File: src/hw/rtl/projectile_drag_integrator_macros.svh
// Assertion helpers shared by the RTL that checks its own behavior.
`ifndef PROJECTILE_DRAG_INTEGRATOR_MACROS_SVH
`define PROJECTILE_DRAG_INTEGRATOR_MACROS_SVH

// Same-cycle implication, checked on every rising clock edge out of reset.
`define PDI_ASSERT_IMP(lbl, ante, cons) \
  lbl: assert property (@(posedge clk_i) disable iff (!rst_ni) (ante) |-> (cons)) \
    else $error("assertion failed");

// Next-cycle implication, checked on every rising clock edge out of reset.
`define PDI_ASSERT_NXT(lbl, ante, cons) \
  lbl: assert property (@(posedge clk_i) disable iff (!rst_ni) (ante) |=> (cons)) \
    else $error("assertion failed");

`endif

File: src/hw/rtl/pdi_pkg.sv
`default_nettype none

package pdi_pkg;

  typedef enum logic [2:0] {
    OP_TICK   = 3'd0,
    OP_LAUNCH = 3'd1,
    OP_RESET  = 3'd2,
    OP_PAUSE  = 3'd3,
    OP_STEP   = 3'd4
  } op_e;

  typedef enum logic [2:0] {
    REG_WIND_X   = 3'd0,
    REG_WIND_Y   = 3'd1,
    REG_TARGET_X = 3'd2,
    REG_TARGET_Y = 3'd3,
    REG_RADIUS   = 3'd4,
    REG_DRAG     = 3'd5,
    REG_GRAVITY  = 3'd6,
    REG_DT       = 3'd7
  } cfg_reg_e;

  localparam logic signed [31:0] START_Y      = 32'sd98304;
  localparam logic [31:0]        DRAG_MIN     = 32'd66;
  localparam logic signed [24:0] DEG90        = 25'sd5898240;
  localparam logic signed [24:0] DEG180       = 25'sd11796480;
  localparam logic [31:0]        DEG_TO_RAD   = 32'd74961321;
  localparam logic signed [33:0] CORDIC_GAIN  = 34'sd652032874;

  localparam logic signed [31:0] RST_WIND_X   = 32'sd0;
  localparam logic signed [31:0] RST_WIND_Y   = 32'sd0;
  localparam logic signed [31:0] RST_TARGET_X = 32'sd1966080;
  localparam logic signed [31:0] RST_TARGET_Y = 32'sd98304;
  localparam logic [30:0]        RST_RADIUS   = 31'd32768;
  localparam logic [31:0]        RST_DRAG     = 32'd1518600;
  localparam logic [30:0]        RST_GRAVITY  = 31'd642690;
  localparam logic [31:0]        RST_DT       = 32'd17179869;

  function automatic logic [29:0] atan_q30(input logic [4:0] idx);
    logic [29:0] r;
    case (idx)
      5'd0:  r = 30'd843314857;
      5'd1:  r = 30'd497837829;
      5'd2:  r = 30'd263043837;
      5'd3:  r = 30'd133525159;
      5'd4:  r = 30'd67021687;
      5'd5:  r = 30'd33543516;
      5'd6:  r = 30'd16775851;
      5'd7:  r = 30'd8388437;
      5'd8:  r = 30'd4194283;
      5'd9:  r = 30'd2097149;
      5'd10: r = 30'd1048576;
      5'd11: r = 30'd524288;
      5'd12: r = 30'd262144;
      5'd13: r = 30'd131072;
      5'd14: r = 30'd65536;
      5'd15: r = 30'd32768;
      5'd16: r = 30'd16384;
      5'd17: r = 30'd8192;
      5'd18: r = 30'd4096;
      5'd19: r = 30'd2048;
      5'd20: r = 30'd1024;
      5'd21: r = 30'd512;
      5'd22: r = 30'd256;
      5'd23: r = 30'd128;
      5'd24: r = 30'd64;
      5'd25: r = 30'd32;
      5'd26: r = 30'd16;
      5'd27: r = 30'd8;
      5'd28: r = 30'd4;
      5'd29: r = 30'd2;
      default: r = 30'd0;
    endcase
    return r;
  endfunction

  function automatic logic [31:0] mag32(input logic signed [31:0] v);
    return v[31] ? 32'(-v) : 32'(v);
  endfunction

  function automatic logic [33:0] mag34(input logic signed [33:0] v);
    return v[33] ? 34'(-v) : 34'(v);
  endfunction

  function automatic logic signed [49:0] ext50(input logic signed [31:0] v);
    return {{18{v[31]}}, v};
  endfunction

  function automatic logic signed [49:0] smag(input logic neg, input logic [47:0] m);
    logic signed [49:0] p;
    p = $signed({2'b00, m});
    return neg ? -p : p;
  endfunction

  function automatic logic signed [31:0] sat32(input logic signed [49:0] v);
    logic signed [31:0] r;
    if (v > 50'sd2147483647) begin
      r = 32'sh7fffffff;
    end else if (v < -50'sd2147483648) begin
      r = 32'sh80000000;
    end else begin
      r = v[31:0];
    end
    return r;
  endfunction

endpackage

`default_nettype wire

File: src/hw/rtl/pdi_sqrt.sv
`default_nettype none

module pdi_sqrt import pdi_pkg::*; (
  input  logic        clk_i,
  input  logic        rst_ni,
  input  logic        start_i,
  input  logic [63:0] radicand_i,
  output logic        done_o,
  output logic [31:0] root_o
);

  localparam logic [4:0] LAST_STEP = 5'd31;

  logic        busy_q;
  logic        done_q;
  logic [4:0]  cnt_q;
  logic [63:0] rad_q;
  logic [33:0] rem_q;
  logic [31:0] root_q;

  logic [35:0] rem_sh;
  logic [35:0] trial;
  logic        ge;
  logic [33:0] rem_d;
  logic [31:0] root_d;

  always_comb begin
    rem_sh = {rem_q, rad_q[63:62]};
    trial  = {2'b00, root_q, 2'b01};
    ge     = (rem_sh >= trial);
    rem_d  = ge ? 34'(rem_sh - trial) : rem_sh[33:0];
    root_d = {root_q[30:0], ge};
  end

  always_ff @(posedge clk_i or negedge rst_ni) begin
    if (!rst_ni) begin
      busy_q <= 1'b0;
      done_q <= 1'b0;
      cnt_q  <= '0;
    end else if (start_i) begin
      busy_q <= 1'b1;
      done_q <= 1'b0;
      cnt_q  <= '0;
    end else if (busy_q) begin
      cnt_q <= cnt_q + 5'd1;
      if (cnt_q == LAST_STEP) begin
        busy_q <= 1'b0;
        done_q <= 1'b1;
      end
    end else begin
      done_q <= 1'b0;
    end
  end

  always_ff @(posedge clk_i) begin
    if (start_i) begin
      rad_q  <= radicand_i;
      rem_q  <= '0;
      root_q <= '0;
    end else if (busy_q) begin
      rad_q  <= {rad_q[61:0], 2'b00};
      rem_q  <= rem_d;
      root_q <= root_d;
    end
  end

  assign done_o = done_q;
  assign root_o = root_q;

endmodule

`default_nettype wire

File: config.mk
export PLATFORM = sky130hd
export DESIGN_NAME = pdi_sqrt
export DESIGN_NICKNAME = d
export VERILOG_FILES = /design/src/hw/rtl/projectile_drag_integrator_macros.svh /design/src/hw/rtl/pdi_pkg.sv /design/src/hw/rtl/pdi_sqrt.sv
export SDC_FILE = /design/constraint.sdc
export NUM_CORES = 1
export LEC_CHECK = 0
export BUFFER_PORTS_ARGS = -buffer_cell sky130_fd_sc_hd__buf_2
export CORE_ASPECT_RATIO = 0.7
export CORE_MARGIN = 8
export CORE_UTILIZATION = 53
export DETAILED_ROUTE_END_ITERATION = 10
export PLACE_DENSITY = 0.87
export RECOVER_POWER = 25
export SKIP_LAST_GASP = 1
export SLEW_MARGIN = 5
export SYNTH_ARGS = -nofsm -noshare
export SYNTH_HDL_FRONTEND = slang
export SYNTH_SLANG_ARGS = --single-unit
File: constraint.sdc
create_clock -name clk_i -period 3.2 [get_ports clk_i]
set_input_delay 0.32 -clock clk_i [delete_from_list [all_inputs] [get_ports clk_i]]
set_output_delay 0.32 -clock clk_i [all_outputs]
set_load 0.005 [all_outputs]
==> results of run 1 <==
logic make-up (layout without fill, tap and decap cells):
| group | Yosys count | count (layout) |
|---|---|---|
| buf+inv | 88 | 215 |
| compound gates | 157 | 157 |
| simple gates | 219 | 220 |
| xor+xnor | 26 | 26 |
| flops | 137 | 137 |
| mux | 101 | 101 |
| fa+ha+maj | 36 | 36 |
critical path: stages (launching register included):
cell and delay (ps):
dfxtp_1 390, inv_1 100, ha_4 290, nand4_1 90, or4_4 440, or4_4 540, a21oi_4 180, o31ai_4 110
and2_4 170, or4_4 500, a311oi_2 250
power by group through the flow:
stage                     registers, mW  logic (mW)  clock network (mW)
after floorplan                    2.26        2.96                   0
after global placement             2.31        3.89                   0
after detailed placement           2.32        3.94                   0
after CTS                          2.29        4.00                2.09
after global routing               2.33        4.68                2.17
final                              2.30        4.30                2.07
final timing paths:
path,from,endpoint,slack [ps],depth (start not counted)
hold reg to reg,rem_q[33]$_SDFFE_PP0P_,rem_q[33]$_SDFFE_PP0P_,470,2
hold / removal,radicand_i[1],rad_q[1]$_SDFFCE_PN0P_,190,2
setup / recovery,root_o[1]$_SDFFE_PP0P_,rem_q[27]$_SDFFE_PP0P_,50,10
min in group asynchronous,rst_ni,cnt_q[1]$_DFFE_PN0P_,330,2
setup reg to reg,root_o[1]$_SDFFE_PP0P_,rem_q[27]$_SDFFE_PP0P_,50,10
max in group asynchronous,rst_ni,busy_q$_DFF_PN0_,2550,2
per-layer routing:
metal,up-vias,global-route usage (%),routed length (µm)
li1,3006,-,-
met1,2935,27.3,8780
met2,239,28.6,8010
met3,25,6.34,1610
met4,0,4.82,193
met5,-,0,0
final cells by class:
class | instances | area share [%]
clock buffer | 17 | 4.61
clock inverter | 15 | 2.13
inverter | 47 | 1.91
multi-input combinational | 540 | 43.2
sequential | 137 | 37.2
tap | 190 | 2.58
timing repair buffer | 136 | 8.37
state kept, by name, summed over array words and instances, names as in the netlist:
register and flops:
done_o 1, busy_q 1, rad_q 64, root_o 32
rem_q 34, cnt_q 5
synth_stat cells, drive strengths merged (4+ instances only):
master   n  share of area [%]
nand2b   8               0.66
or3      5               0.41
mux2    62                9.2
and2     4               0.36
nand4    7               0.58
nand2   59                3.0
buf      6               0.49
a31oi    5               0.41
dfxtp   66                 17
o21ai   34                2.2
a211oi  13                1.3
nor3     8               0.53
edfxtp  64                 25
mux2i   39                5.1
o21bai   4               0.40
a311oi  19                2.3
inv     47                2.3
dfrtp    7                2.3
xnor2   23                2.7
a21oi   41                2.7
or4      4               0.49
clkbuf  35                1.7
a21o    12                1.2
o211ai   4               0.40
ha      36                5.9
nor2    89                4.4
nand3   15               0.99
and3     5               0.41
timing repair:
item | in CTS | in global routing
resized for setup | 1 | 30
cloned | 0 | 1
pin swaps | 0 | 5
endpoints found under the hold margin | 7 | 0
setup endpoints to repair | 1 | 32
buffers inserted | 0 | 2
hold buffers | 1 | 0
placed cells by master, fill, tap and decap left out, drive strengths merged, types with 4 or more instances in the layout:
cell type,netlist,routed
a211oi,13,13
a21o,12,12
a21oi,41,41
a311oi,19,19
a31oi,5,5
and2,4,5
and3,5,5
buf,6,130
clkbuf,35,22
clkinv,0,4
dfrtp,7,7
dfxtp,66,66
edfxtp,64,64
ha,36,36
inv,47,56
mux2,62,62
mux2i,39,39
nand2,59,59
nand2b,8,8
nand3,15,15
nand4,7,7
nor2,89,89
nor3,8,8
o211ai,4,4
o21ai,34,34
o21bai,4,4
or3,5,5
or4,4,4
xnor2,23,23
per-stage QoR:
stage	TNS (ps)	setup slack, ps	power (mW)	std cells	instance area [µm²]
after floorplan	0	31.4	5.22	764	7640
after global placement	0	87.4	6.20	1046	8460
after detailed placement	0	20.5	6.26	1046	8460
after CTS	0	3.59	8.39	1079	9100
after global routing	-384	-103	9.18	1082	9230
final	0	46.2	8.67	1082	9230
==> flow_metrics.env, run 1 <==
export IMPL_nets=982
export IMPL_clockBufferDepth=2
export IMPL_clock_power_share_pct=23.8
export IMPL_via_per_inst=5.73
export IMPL_min_period_ps=3150
export IMPL_synth_cells=764
export IMPL_synth_compound_area_share_pct=13.8
export IMPL_grt_usage_pct=19.5
export IMPL_syn_nets=867
export IMPL_ys_types=61
export IMPL_worstSkewPairLatency_ps=420
export IMPL_p_int_mw=5.26
export IMPL_outcome="completed"
export IMPL_drive_gt1_share_pct=30.0
export IMPL_nFillCells=1103
export IMPL_tritoncts="yes"
export IMPL_seq_power_share_pct=26.6
export IMPL_cp_max_fo=5
export IMPL_fmax_mhz=317
export IMPL_ys_seq_area_share_pct=45.1
export IMPL_coreArea_mm2=0.0140
export IMPL_synth_simple_area_share_pct=13.3
export IMPL_start_kind="flop"
export IMPL_maxSlewViolCount=0
export IMPL_grt_max_degree=92
export IMPL_ys_warn_count=0
export IMPL_worstPathRequired_ps=3530
export IMPL_drtIter0Drc=438
export IMPL_rsz0062_at_grt="true"
export IMPL_synth_seq_cells=137
export IMPL_timing_hold_violations_final=0
export IMPL_criticalPathCategory="flop to flop"
export IMPL_area_growth_pct=21.6
export IMPL_grt_antenna_before_repair=0
export IMPL_ant_nets=0
export IMPL_synth_xor_area_share_pct=3.00
export IMPL_place_hpwl_mm=12.6
export IMPL_gp_congestion=0.923
export IMPL_cts_sinks=137
export IMPL_die_y_um=116
export IMPL_clkSlewWorstSetupHoldPaths_ps=70
export IMPL_synthMuxAreaShare_pct=14.3
export IMPL_num_rows=36
export IMPL_synth_top_family_by_area="multiplexers"
export IMPL_drv_cap=0
export IMPL_die_area_mm2=0.0185
export IMPL_synth_adder_area_share_pct=5.94
export IMPL_gr_total_overflow=0
export IMPL_insertedDiodeCount=0
export IMPL_multi_input_area_mm2=0.00398
export IMPL_drc=0
export IMPL_cts_buffers=17
export IMPL_hold_ws_ps=188
export IMPL_synth_edff_count=64
export IMPL_leakage_nw=4.05
export IMPL_switching_share_pct=39.3
export IMPL_synthFlopType="dfxtp_1"
export IMPL_start_util_pct=54.3
export IMPL_peakVddDrop_mv=0.479
export IMPL_numPortBuffers=99
export IMPL_drtPass1Iterations=7
export IMPL_p_comb_share_pct=49.6
export IMPL_crit_arrival_ps=3480
export IMPL_synthArstFlopShare_pct=5.11
export IMPL_grt_pass1_wl_mm=29.4
export IMPL_finalCritPeriodShare_pct=98.6
export IMPL_skew_ps=9.46
export IMPL_io_pins=100
export IMPL_switching_power_mw=3.41
export IMPL_regArea_mm2=0.00343
export IMPL_drt_wl_total_mm=18.6
export IMPL_grt_pass1_vias=5732
export IMPL_vias=6205
export IMPL_finalSetupViolations=0
export IMPL_power_density_mw_per_mm2=940
export IMPL_die_w_um=159
export IMPL_hp_class="input pin to flop"
export IMPL_fin_util_pct=66.1
export IMPL_worst_slew_pin_slew_ps=1160
export IMPL_relSlewSlack_pct=23.0
export IMPL_clock_root_buffer="clkbuf_16"
export IMPL_synth_area_per_cell_um2=9.93
export IMPL_netlist_area_mm2=0.00759
export IMPL_wl_per_cell_um=17.2
export IMPL_ctsHtreeMaxLevel=4
export IMPL_end_kind="flop"
No activity file was read; power rests on OpenSTA's default activity.
==> run 2: changes to the inputs <==
SETUP_SLACK_MARGIN = 0.4   (was default)
==> run 2 against run 1 <==
Setup slack better by 140 ps. Clock skew grew 0.77 ps. Final cell count increased by 1.7%. Sequential power barely moved. Final area rose by 5.5%. Register-to-register slack improved by 140 ps. Combinational power grew 23%. Flip-flop and latch count did not move. Total power is 11% higher. Critical path depth did not move. Global-route usage rose by 2.0 points. Critical path type unchanged. Highest routed layer unchanged.
==> flow_metrics.env, run 2 (same netlist as run 1, synthesis figures left out) <==
export IMPL_die_area_mm2=0.0185
export IMPL_drive_gt1_share_pct=34.3
export IMPL_wl_met1_mm=9.04
export IMPL_routed_top_layer="met4"
export IMPL_hp_class="input pin to flop"
export IMPL_cts_buffers=17
export IMPL_coreArea_mm2=0.0140
export IMPL_area_growth_pct=28.3
export IMPL_die_y_um=116
export IMPL_met3_wirelength_mm=1.20
export IMPL_clkSlewWorstSetupHoldPaths_ps=70
export IMPL_drtIter0Drc=571
export IMPL_dpl_cell_area_mm2=0.00858
export IMPL_worstPathRequired_ps=3540
export IMPL_timing_hold_violations_final=0
export IMPL_clock_root_buffer="clkbuf_16"
export IMPL_cp_max_fo=5
export IMPL_outcome="completed"
export IMPL_criticalPathCategory="flop to flop"
export IMPL_largest_reg_flops=64
export IMPL_crit_arrival_ps=3350
export IMPL_grt_max_degree=92
export IMPL_cts_sinks=137
export IMPL_regArea_mm2=0.00342
export IMPL_grt_usage_pct=21.5
export IMPL_start_kind="flop"
export IMPL_tns_ps=0
export IMPL_skew_ps=10.2
export IMPL_wl_per_cell_um=18.2
export IMPL_final_cell_mix="nor2_1, buf_2, edfxtp_1, dfxtp_1, mux2_2"
export IMPL_multi_input_area_mm2=0.00429
export IMPL_top_register="rad_q"
export IMPL_drt_wl_total_mm=20.0
export IMPL_insertedDiodeCount=0
export IMPL_layout_commonest_cell="nor2_1"
export IMPL_vias=6419
export IMPL_die_w_um=159
export IMPL_num_rows=36
export IMPL_power_total_mw=9.60
export IMPL_gp_congestion=0.897
export IMPL_io_pins=100
export IMPL_ant_nets=0
export IMPL_grt_pass1_vias=6373
export IMPL_drv_cap=0
export IMPL_fin_area_mm2=0.00974
export IMPL_worst_slew_pin_slew_ps=1250
export IMPL_clockBufferDepth=2
export IMPL_drc=0
export IMPL_min_period_ps=3010
export IMPL_tritoncts="yes"
export IMPL_finalSetupViolations=0
export IMPL_power_density_mw_per_mm2=986
export IMPL_grt_pass1_wl_mm=32.4
export IMPL_fmax_mhz=332
export IMPL_start_util_pct=54.3
export IMPL_via_per_inst=5.84
export IMPL_leakage_nw=4.18
export IMPL_drtPass1Iterations=5
export IMPL_worstSkewPairLatency_ps=420
export IMPL_relSlewSlack_pct=16.8
export IMPL_nets=1000
export IMPL_maxSlewViolCount=0
export IMPL_grt_antenna_before_repair=0
export IMPL_place_hpwl_mm=12.8
export IMPL_gr_total_overflow=0
export IMPL_finalCritPeriodShare_pct=94.1
export IMPL_end_kind="flop"
export IMPL_rsz0062_at_grt="true"
export IMPL_numPortBuffers=99
export IMPL_peakVddDrop_mv=0.557
export IMPL_ctsHtreeMaxLevel=4
export IMPL_wl_met2_mm=9.41
export IMPL_nFillCells=1026
## run 2: metrics by stage
| stage | util [%] | cells | worst slack (ps) | hold WS, ps |
|---|---|---|---|---|
| after floorplan | - | 764 | 178 | 24.4 |
| after global placement | 61.4 | 1035 | 152 | 162 |
| after detailed placement | 61.4 | 1035 | 68.9 | 166 |
| after CTS | 69.0 | 1095 | 248 | 168 |
| after global routing | 69.7 | 1100 | 104 | 170 |
| final | 69.7 | 1100 | 188 | 173 |
## run 2: final cells by class
cell class | instances | area share (%)
multi-input cells | 540 | 44.1
repair buffers | 154 | 10.3
clock buffers | 17 | 4.37
well taps | 190 | 2.44
flip-flops and latches | 137 | 35.2
clock inverters | 15 | 1.89
inverters | 47 | 1.81
## run 2: metal layers
metal,GRT usage [%],vias to the layer above
met5,0,-
met4,7.76,0
met3,5.35,39
met2,34.6,234
met1,27.9,3094
li1,-,3052
## run 2: report_power, final
group / total, mW / internal (mW) / switching [mW]
registers: 2.32 / 2.11 / 0.207
logic: 5.29 / 2.56 / 2.73
clock network: 1.99 / 1.07 / 0.926
total: 9.60 / 5.74 / 3.86
## run 2: what timing repair did
action                                  in CTS  in global routing
pin swaps                                   34                 13
gates resized for setup                     50                 27
endpoints found under the hold margin        7                  0
buffers inserted                            24                  5
endpoints found under the setup margin      35                 35
gates cloned                                 3                  0
hold buffers                                 1                  0
## run 2: final timing paths
path,start,endpoint,slack [ps],cells past startpoint
max in group asynchronous,rst_ni,busy_q$_DFF_PN0_,2530,2
worst min-delay path,radicand_i[0],rad_q[0]$_SDFFCE_PN0P_,170,2
min in group asynchronous,rst_ni,cnt_q[3]$_DFFE_PN0P_,350,2
worst min register to register,rem_q[29]$_SDFFE_PP0P_,rem_q[29]$_SDFFE_PP0P_,500,2
worst max register to register,root_o[0]$_SDFFE_PP0P_,rem_q[27]$_SDFFE_PP0P_,190,10
worst max-delay path,root_o[0]$_SDFFE_PP0P_,rem_q[27]$_SDFFE_PP0P_,190,10
## run 2: critical path: stages, from the launching register on
cell,delay [ps]
dfxtp_1,360
inv_2,60
ha_4,280
nand4_1,130
or4_4,570
or4_4,440
a21oi_4,160
o31ai_4,100
and2_4,190
or4_4,410
a311oi_2,230
